<file path="config.mk">
export PLATFORM = sky130hd
export DESIGN_NAME = http_request_head_parser_core
export DESIGN_NICKNAME = d
export VERILOG_FILES = /design/src/hdl/hrhp_pkg.sv /design/src/hdl/http_request_head_parser_core.sv
export SDC_FILE = /design/constraint.sdc
export NUM_CORES = 1
export LEC_CHECK = 0
export ABC_AREA = 1
export BUFFER_PORTS_ARGS = -buffer_cell sky130_fd_sc_hd__buf_2
export CAP_MARGIN = 20
export CORE_MARGIN = 3
export CORE_UTILIZATION = 40
export CTS_CLUSTER_SIZE = 8
export DETAILED_ROUTE_END_ITERATION = 10
export PLACE_DENSITY_LB_ADDON = 0.12
export SETUP_SLACK_MARGIN = 0.2
export SLEW_MARGIN = 15
export SYNTH_ARGS = -nofsm -noshare
export SYNTH_HDL_FRONTEND = slang
export SYNTH_SLANG_ARGS = --single-unit
</file>
<file path="constraint.sdc">
create_clock -name i_clk -period 7.3 [get_ports i_clk]
set_clock_uncertainty 0.15 [all_clocks]
set_input_delay 0.73 -clock i_clk [delete_from_list [all_inputs] [get_ports i_clk]]
set_output_delay 0.73 -clock i_clk [all_outputs]
set_load 0.02 [all_outputs]
</file>
<file path="src/hdl/hrhp_pkg.sv">
// shared types, codes and method tables for the http request head parser
package hrhp_pkg;

    localparam int unsigned LEN_BITS_DEF = 16;
    localparam int unsigned CFG_W        = 16;
    localparam int unsigned CFG_ADDR_W   = 2;
    localparam int unsigned HELD_W       = 16;

    typedef enum logic [2:0] {
        PH_METHOD  = 3'd0,
        PH_URI     = 3'd1,
        PH_VERSION = 3'd2,
        PH_HEADER  = 3'd3,
        PH_DONE    = 3'd4,
        PH_ERROR   = 3'd5
    } t_phase;

    typedef enum logic [2:0] {
        KIND_NONE    = 3'd0,
        KIND_URI     = 3'd1,
        KIND_VERSION = 3'd2,
        KIND_KEY     = 3'd3,
        KIND_VALUE   = 3'd4
    } t_kind;

    typedef enum logic [2:0] {
        EV_NONE     = 3'd0,
        EV_METHOD   = 3'd1,
        EV_URI_END  = 3'd2,
        EV_VER_END  = 3'd3,
        EV_KEY_END  = 3'd4,
        EV_HDR_END  = 3'd5,
        EV_HEAD_END = 3'd6
    } t_event;

    typedef enum logic [2:0] {
        ERR_NONE     = 3'd0,
        ERR_METHOD   = 3'd1,
        ERR_TOO_LONG = 3'd2,
        ERR_NO_COLON = 3'd3,
        ERR_TRAILING = 3'd4
    } t_error;

    // configuration register indexes
    localparam logic [CFG_ADDR_W-1:0] CFG_MAX_METHOD  = 2'd0;
    localparam logic [CFG_ADDR_W-1:0] CFG_MAX_URI     = 2'd1;
    localparam logic [CFG_ADDR_W-1:0] CFG_MAX_VERSION = 2'd2;
    localparam logic [CFG_ADDR_W-1:0] CFG_MAX_HEADER  = 2'd3;

    localparam logic [CFG_W-1:0] RST_MAX_METHOD  = 16'd16;
    localparam logic [CFG_W-1:0] RST_MAX_URI     = 16'd8192;
    localparam logic [CFG_W-1:0] RST_MAX_VERSION = 16'd16;
    localparam logic [CFG_W-1:0] RST_MAX_HEADER  = 16'd8192;

    localparam logic [7:0] CH_SP    = 8'h20;
    localparam logic [7:0] CH_CR    = 8'h0d;
    localparam logic [7:0] CH_LF    = 8'h0a;
    localparam logic [7:0] CH_COLON = 8'h3a;

    localparam int unsigned NUM_METHODS = 8;

    // CONNECT, DELETE, GET, HEAD, OPTIONS, POST, PUT, TRACE
    localparam logic [2:0] METHOD_LEN [NUM_METHODS] = '{
        3'd7, 3'd6, 3'd3, 3'd4, 3'd7, 3'd4, 3'd3, 3'd5
    };

    typedef struct packed {
        t_kind       data_kind;
        logic [7:0]  data_byte;
        logic [15:0] held_cr_count;
        t_event      event_res;
        logic [2:0]  method_code;
        t_error      error_code;
        t_phase      phase;
    } t_result;

    // character at position pos of method m, first character at pos 0
    function automatic logic [7:0] method_char(logic [2:0] m, logic [2:0] pos);
        logic [63:0] name;
        case (m)
            3'd0:    name = {"CONNECT", 8'h00};
            3'd1:    name = {"DELETE", 16'h0000};
            3'd2:    name = {"GET", 40'h0};
            3'd3:    name = {"HEAD", 32'h0};
            3'd4:    name = {"OPTIONS", 8'h00};
            3'd5:    name = {"POST", 32'h0};
            3'd6:    name = {"PUT", 40'h0};
            3'd7:    name = {"TRACE", 24'h0};
            default: name = '0;
        endcase
        return name[63 - 8 * int'(pos) -: 8];
    endfunction

endpackage

</file>
<file path="src/hdl/http_request_head_parser_core.sv">
// http request head parser: method match, field streaming, sticky errors
//
// Takes one request byte (or a restart, tuser high) per cycle while s_tready is high and
// produces exactly one result per request. The whole parser step for a byte is one level
// of logic from the parser state to a two-entry output buffer, so the block sustains one
// request per clock while s_tready is high; each result is registered there. The output
// buffer (result register plus skid entry) lets the slave side keep taking requests while
// a result waits; s_tready drops only when both entries are full. There is no clearing
// pass after reset. Limit registers are to be written through the config port only while
// idle, which the block does not enforce, and keep their values over a restart.
module http_request_head_parser_core
    import hrhp_pkg::*;
#(
    parameter int unsigned LEN_BITS = LEN_BITS_DEF
) (
    input  logic                  i_clk,
    input  logic                  i_rst_n,
    input  logic                  i_cfg_we,
    input  logic [CFG_ADDR_W-1:0] i_cfg_addr,
    input  logic [CFG_W-1:0]      i_cfg_data,
    input  logic                  s_tvalid,
    output logic                  s_tready,
    input  logic [7:0]            s_tdata,   // in_byte
    input  logic                  s_tuser,   // action
    output logic                  m_tvalid,
    input  logic                  m_tready,
    // data_byte, held_cr_count, event_res, method_code, error_code, phase, zero pad
    output logic [39:0]           m_tdata,
    output logic [2:0]            m_tuser    // data_kind
);

    localparam int unsigned CMP_W = (LEN_BITS > CFG_W) ? LEN_BITS : CFG_W;

    // limits
    logic [CFG_W-1:0] r_max_method, r_max_uri, r_max_version, r_max_header;

    // parser state
    t_phase                r_phase, n_phase;
    logic [LEN_BITS-1:0]   r_tok_len, n_tok_len;
    logic [NUM_METHODS-1:0] r_cands, n_cands;
    logic [LEN_BITS-1:0]   r_pend, n_pend;
    logic                  r_in_value, n_in_value;
    logic                  r_skip_sp, n_skip_sp;
    logic                  r_line_content, n_line_content;
    t_error                r_err, n_err;

    // output buffer
    logic    r_out_valid, r_skid_valid;
    t_result r_out, r_skid;

    logic       in_fire, out_fire;
    logic [7:0] c;
    logic [CFG_W-1:0] limit;
    logic       len_ok;
    logic       found;
    logic [2:0] found_code;
    logic [LEN_BITS-1:0] tok_inc, pend_inc;
    logic [CMP_W-1:0]    pend_ext;
    t_result    res;

    assign in_fire  = s_tvalid & s_tready;
    assign out_fire = r_out_valid & m_tready;
    assign s_tready = ~r_skid_valid;
    assign c        = s_tdata;

    assign tok_inc  = (&r_tok_len) ? r_tok_len : r_tok_len + LEN_BITS'(1);
    assign pend_inc = (&r_pend) ? r_pend : r_pend + LEN_BITS'(1);
    assign pend_ext = CMP_W'(r_pend);

    always_comb begin
        case (r_phase)
            PH_METHOD:  limit = r_max_method;
            PH_URI:     limit = r_max_uri;
            PH_VERSION: limit = r_max_version;
            default:    limit = r_max_header;
        endcase
    end

    assign len_ok = CMP_W'(r_tok_len) < CMP_W'(limit);

    // first candidate whose length equals the collected token length
    always_comb begin
        found      = 1'b0;
        found_code = '0;
        for (int m = NUM_METHODS - 1; m >= 0; m--) begin
            if (r_cands[m] && (r_tok_len == LEN_BITS'(METHOD_LEN[m]))) begin
                found      = 1'b1;
                found_code = 3'(m);
            end
        end
    end

    always_comb begin
        n_phase        = r_phase;
        n_tok_len      = r_tok_len;
        n_cands        = r_cands;
        n_pend         = r_pend;
        n_in_value     = r_in_value;
        n_skip_sp      = r_skip_sp;
        n_line_content = r_line_content;
        n_err          = r_err;
        res            = '0;

        if (s_tuser) begin
            n_phase        = PH_METHOD;
            n_cands        = '1;
            n_err          = ERR_NONE;
            n_tok_len      = '0;
            n_pend         = '0;
            n_in_value     = 1'b0;
            n_skip_sp      = 1'b0;
            n_line_content = 1'b0;
        end else begin
            case (r_phase)
                PH_METHOD: begin
                    if (c == CH_SP) begin
                        if (found) begin
                            res.event_res   = EV_METHOD;
                            res.method_code = found_code;
                            n_phase         = PH_URI;
                            n_tok_len       = '0;
                            n_cands         = '1;
                        end else begin
                            n_phase = PH_ERROR;
                            n_err   = ERR_METHOD;
                        end
                    end else if (!len_ok) begin
                        n_phase = PH_ERROR;
                        n_err   = ERR_TOO_LONG;
                    end else begin
                        n_tok_len = tok_inc;
                        for (int m = 0; m < NUM_METHODS; m++) begin
                            if (!((r_tok_len < LEN_BITS'(METHOD_LEN[m])) &&
                                  (method_char(3'(m), r_tok_len[2:0]) == c))) begin
                                n_cands[m] = 1'b0;
                            end
                        end
                    end
                end
                PH_URI: begin
                    if (c == CH_SP) begin
                        res.event_res = EV_URI_END;
                        n_phase       = PH_VERSION;
                        n_tok_len     = '0;
                    end else if (!len_ok) begin
                        n_phase = PH_ERROR;
                        n_err   = ERR_TOO_LONG;
                    end else begin
                        n_tok_len     = tok_inc;
                        res.data_kind = KIND_URI;
                        res.data_byte = c;
                    end
                end
                PH_VERSION: begin
                    if (c == CH_LF) begin
                        res.event_res  = EV_VER_END;
                        n_phase        = PH_HEADER;
                        n_tok_len      = '0;
                        n_pend         = '0;
                        n_in_value     = 1'b0;
                        n_skip_sp      = 1'b0;
                        n_line_content = 1'b0;
                    end else if (!len_ok) begin
                        n_phase = PH_ERROR;
                        n_err   = ERR_TOO_LONG;
                    end else if (c == CH_CR) begin
                        n_tok_len = tok_inc;
                        n_pend    = pend_inc;
                    end else begin
                        n_tok_len         = tok_inc;
                        res.data_kind     = KIND_VERSION;
                        res.data_byte     = c;
                        res.held_cr_count = pend_ext[HELD_W-1:0];
                        n_pend            = '0;
                    end
                end
                PH_HEADER: begin
                    if (c == CH_LF) begin
                        if (!r_line_content) begin
                            res.event_res = EV_HEAD_END;
                            n_phase       = PH_DONE;
                        end else if (!r_in_value) begin
                            n_phase = PH_ERROR;
                            n_err   = ERR_NO_COLON;
                        end else begin
                            res.event_res = EV_HDR_END;
                        end
                        if (!(r_line_content && !r_in_value)) begin
                            n_tok_len      = '0;
                            n_pend         = '0;
                            n_in_value     = 1'b0;
                            n_skip_sp      = 1'b0;
                            n_line_content = 1'b0;
                        end
                    end else if (!len_ok) begin
                        n_phase = PH_ERROR;
                        n_err   = ERR_TOO_LONG;
                    end else if (c == CH_CR) begin
                        n_tok_len = tok_inc;
                        n_pend    = pend_inc;
                    end else begin
                        n_tok_len      = tok_inc;
                        n_line_content = 1'b1;
                        if (!r_in_value) begin
                            res.held_cr_count = pend_ext[HELD_W-1:0];
                            n_pend            = '0;
                            if (c == CH_COLON) begin
                                res.event_res = EV_KEY_END;
                                n_in_value    = 1'b1;
                                n_skip_sp     = 1'b1;
                            end else begin
                                res.data_kind = KIND_KEY;
                                res.data_byte = c;
                            end
                        end else if (r_skip_sp && (c == CH_SP) && (r_pend == '0)) begin
                            // leading value space dropped
                        end else begin
                            n_skip_sp         = 1'b0;
                            res.data_kind     = KIND_VALUE;
                            res.data_byte     = c;
                            res.held_cr_count = pend_ext[HELD_W-1:0];
                            n_pend            = '0;
                        end
                    end
                end
                PH_DONE: begin
                    n_phase = PH_ERROR;
                    n_err   = ERR_TRAILING;
                end
                default: begin
                end
            endcase
        end

        res.phase      = n_phase;
        res.error_code = (n_phase == PH_ERROR) ? n_err : ERR_NONE;
    end

    always_ff @(posedge i_clk) begin
        if (!i_rst_n) begin
            r_max_method   <= RST_MAX_METHOD;
            r_max_uri      <= RST_MAX_URI;
            r_max_version  <= RST_MAX_VERSION;
            r_max_header   <= RST_MAX_HEADER;
            r_phase        <= PH_METHOD;
            r_tok_len      <= '0;
            r_cands        <= '1;
            r_pend         <= '0;
            r_in_value     <= 1'b0;
            r_skip_sp      <= 1'b0;
            r_line_content <= 1'b0;
            r_err          <= ERR_NONE;
            r_out_valid    <= 1'b0;
            r_skid_valid   <= 1'b0;
        end else begin
            if (i_cfg_we) begin
                case (i_cfg_addr)
                    CFG_MAX_METHOD:  r_max_method  <= i_cfg_data;
                    CFG_MAX_URI:     r_max_uri     <= i_cfg_data;
                    CFG_MAX_VERSION: r_max_version <= i_cfg_data;
                    CFG_MAX_HEADER:  r_max_header  <= i_cfg_data;
                    default: begin
                    end
                endcase
            end
            if (in_fire) begin
                r_phase        <= n_phase;
                r_tok_len      <= n_tok_len;
                r_cands        <= n_cands;
                r_pend         <= n_pend;
                r_in_value     <= n_in_value;
                r_skip_sp      <= n_skip_sp;
                r_line_content <= n_line_content;
                r_err          <= n_err;
            end
            if (r_skid_valid) begin
                if (out_fire) begin
                    r_out        <= r_skid;
                    r_skid_valid <= 1'b0;
                end
            end else if (in_fire) begin
                if (!r_out_valid || out_fire) begin
                    r_out       <= res;
                    r_out_valid <= 1'b1;
                end else begin
                    r_skid       <= res;
                    r_skid_valid <= 1'b1;
                end
            end else if (out_fire) begin
                r_out_valid <= 1'b0;
            end
        end
    end

    assign m_tvalid = r_out_valid;
    assign m_tuser  = r_out.data_kind;
    assign m_tdata  = {4'b0000, r_out.phase, r_out.error_code, r_out.method_code,
                       r_out.event_res, r_out.held_cr_count, r_out.data_byte};

    // the skid entry only fills behind a waiting result
    a_skid_behind_out: assert property (@(posedge i_clk) disable iff (!i_rst_n)
        r_skid_valid |-> r_out_valid)
        else $error("skid entry holds a result while the output register is empty");

    // a restart always lands the parser back in the method phase with a full mask
    a_restart: assert property (@(posedge i_clk) disable iff (!i_rst_n)
        (in_fire && s_tuser) |=> (r_phase == PH_METHOD) && (&r_cands) && (r_tok_len == '0))
        else $error("restart did not reset the parser state");

    // an error result always carries a nonzero error code, and only error results do
    a_err_code: assert property (@(posedge i_clk) disable iff (!i_rst_n)
        r_out_valid |-> ((r_out.phase == PH_ERROR) == (r_out.error_code != ERR_NONE)))
        else $error("error code does not match the reported phase");

    // the error phase is sticky until a restart
    a_err_sticky: assert property (@(posedge i_clk) disable iff (!i_rst_n)
        ((r_phase == PH_ERROR) && !(in_fire && s_tuser)) |=> (r_phase == PH_ERROR))
        else $error("parser left the error phase without a restart");

endmodule

</file>
==> impl_metrics.py <==
metrics = {
    "hold_path": {
        "min_from": "r_max_header[7]$_SDFFE_PN0P_",
        "hold_depth": 2,
        "min_path_type": "register to register",
        "worstHoldEndpoint": "r_max_header[7]$_SDFFE_PN0P_",
    },
    "floorplan": {
        "die_height_um": 167,
        "start_util_pct": 40.8,
        "die_area_um2": 27800,
        "placementRows": 58,
        "die_w_um": 167,
        "core_area_um2": 25300,
        "ioPinCount": 77,
    },
    "routing": {
        "viasPerCell": 5.28,
        "postRouteAntennaNets": 0,
        "drt-total-wl_mm": 27.8,
        "wl_per_cell_um": 15.9,
        "drc_errors": 0,
        "vias": 9251,
        "drt_pass1_iterations": 7,
        "drtIter0Drc": 839,
    },
    "cells_and_area": {
        "fin_nets": 1466,
        "drive_gt1_share_pct": 12.0,
        "final_cell_area_um2": 11500,
        "area_delta_synth_final_pct": 11.2,
        "final_common_cell": "nand2_1",
        "final_cell_mix": "nand2_1 (273), nor2_1 (202), o21ai_0 (139)",
        "fin_cells": 1753,
        "antenna_cells": 0,
    },
    "power_and_ir_drop": {
        "p_sw_uw": 721,
        "seqPwrFrac_pct": 48.8,
        "p_clk_share_pct": 37.5,
        "swShare_pct": 29.6,
        "power_uw": 2430,
        "irDropWorstVdd_uv": 171,
        "powerDensity_nw_per_um2": 212,
        "p_int_uw": 1710,
        "p_leak_uw": 0.00488,
        "p_comb_share_pct": 13.7,
    },
    "sta": {
        "finalSetupViolCount": 0,
        "fin_crit_ps": 4370,
        "worst_pin_slew_ps": 1070,
        "setup-tns-final_ps": 0,
        "maxSlewHeadroom_pct": 28.2,
        "rsz0062_at_grt": "false",
        "min_period_over_period_pct": 59.8,
        "whs_ps": 316,
        "finalHoldViolations": 0,
        "fmax_mhz": 229,
        "slew_viol_final": 0,
    },
    "global_routing": {
        "track_usage_pct": 19.7,
        "met3_usage_pct": 2.94,
        "antenna_found_initial": 0,
        "grtUsageMet1_pct": 27.6,
        "gr-max-usage-layer": "met2",
        "grt_overflow": 0,
        "grt.met2_usage_pct": 31.8,
        "grt_pass1_wl_mm": 45.2,
        "grt_max_degree": 65,
        "grt_pass1_vias": 8551,
    },
    "clock_network": {
        "postCtsSetupBuffers": 0,
        "cts_resized": 0,
        "cts_hold_buf": 0,
        "clockRootBuffer": "clkbuf_16",
        "cts.sinks": 193,
        "clk_latency_ps": 430,
        "h-tree-depth": 4,
        "cts_buffers": 17,
        "cts_tree": "done",
        "clk_path_buf_depth": 2,
        "clk_pin_slew_ps": 80,
    },
    "critical_path": {
        "r2r_end": "m_tdata[3]$_DFFE_PP_",
        "start_kind": "register",
        "worstPathRequired_ps": 7320,
        "worst-path-max-fanout": 22,
        "reg2reg_setup_slack_ps": 2930,
        "worstSetupPathType": "register to register",
        "worstSetupEndpointType": "register",
        "reg2regPathDepth": 18,
        "r2r-start": "r_phase[0]$_SDFFE_PN0P_",
        "cp.arrival_ps": 4380,
    },
    "synth": {
        "synth_top_area_share_pct": 22.6,
        "yosys_warnings": 0,
        "ys_seq_area_share_pct": 44.9,
        "yosysTopAreaCell": "edfxtp_1",
        "postSynthAreaPerCell_um2": 7.61,
        "ys_types": 55,
        "synthTopCellsByArea": "edfxtp_1 (23%), dfxtp_1 (22%), nand2_1 (9.9%)",
        "syn_inst": 1359,
        "ys_ff_latch": 193,
        "synth-edff-count": 78,
        "ys_async_sr_fraction_pct": 0,
        "syn-cell-area_um2": 10300,
        "synth_ff_type": "dfxtp_1",
    },
    "placed_design": {
        "dpl.hpwl_mm": 19.9,
        "finalWeightedCongestion": 0.909,
        "port_buffers": 72,
        "place_area_um2": 10900,
        "place_inst": 1721,
    },
    "flow_run": {
        "maxCapViolations": 0,
    },
    "status": {
        "outcome": "completed",
    },
}
[metrics by stage]
stage | worst slack (ps) | utilization [%]
6_report | 2930 | 45.4
2_1_floorplan | 2510 | -
3_5_place_dp | 2950 | 43.2
5_1_grt | 2500 | 45.4
3_3_place_gp | 3140 | 43.2
4_1_cts | 2950 | 45.4
[flip-flops by register name, indices dropped and copies added (netlist names), 8 cells and up]
register	cells
r_skid	39
r_tok_len	16
m_tdata	36
r_max_method	16
r_max_uri	16
pend_ext	16
r_max_version	16
r_cands	8
r_max_header	16
[power groups by stage]
stage	clock network, µW	registers [µW]	logic [µW]
after CTS	932	1190	333
after detailed placement	0	1210	332
after global placement	0	1210	329
after global routing	974	1190	378
final	913	1190	334
after floorplan	0	1220	233
[logic make-up after synthesis]
| logic type | Yosys count | share of synthesized area [%] |
|---|---|---|
| AOI/OAI and AO/OA | 282 | 15.1 |
| xor gates and xnor gates | 15 | 1.27 |
| adders and majority gates | 24 | 2.90 |
| buffers and inverters | 196 | 7.78 |
| DFF | 193 | 44.9 |
| other | 1 | 0.0363 |
| and+or+nand+nor | 648 | 28.0 |
[worst max path at each step]
stage	to	start	slack [ps]	depth (start not counted)
after global routing	m_tdata[3]$_DFFE_PP_	r_phase[0]$_SDFFE_PN0P_	2500	20
after CTS	m_tdata[3]$_DFFE_PP_	r_phase[0]$_SDFFE_PN0P_	2950	18
after floorplan	m_tdata[0]$_DFFE_PP_	i_rst_n	2510	4
after global placement	m_tdata[1]$_DFFE_PP_	r_phase[1]$_SDFFE_PN0P_	3140	21
after detailed placement	m_tdata[3]$_DFFE_PP_	r_phase[0]$_SDFFE_PN0P_	2950	18
final	m_tdata[3]$_DFFE_PP_	r_phase[0]$_SDFFE_PN0P_	2930	18
[worst max-delay path, cell delays in order, from the launching register on]
cell      delay [ps]
dfxtp_1          430
nor2_1           290
inv_1             90
nor2_2           740
a221oi_1         180
nand2_1          110
o21ai_0          120
ha_1             300
inv_1             50
nor4_1           480
nand2_4          150
nand2_4          240
clkinv_2         180
nand2_4          120
nor2_8            70
nand2_1          140
nand3_1           70
nand3_1           80
o21ai_0           80
[cell type report]
type / instances / area, µm²
flip-flops and latches: 193 / 4650
well taps: 330 / 413
inverters: 146 / 554
clock inverters: 15 / 140
fillers: 2562 / 13800
repair buffers: 79 / 413
multi-input cells: 973 / 4920
clock buffers: 17 / 425
[cells in the mapped netlist (6+ instances only)]
library cell,count
nor4_1,16
nand3_1,61
dfxtp_1,115
nand2_4,7
nor3_1,33
nand2_1,273
edfxtp_1,78
o21ai_0,139
nor2_2,6
inv_2,16
o21ai_1,10
a21oi_1,85
clkbuf_1,34
nand4_1,18
buf_4,7
nor2_1,202
inv_1,124
a221oi_1,14
ha_1,24
xor2_1,13
[routing by layer]
layer | vias to the layer above | wire length, µm
met5 | - | 0
met4 | 0 | 612
met3 | 44 | 1380
met2 | 258 | 12600
met1 | 4288 | 13300
li1 | 4661 | -
Power figures use the tool's default switching activity.
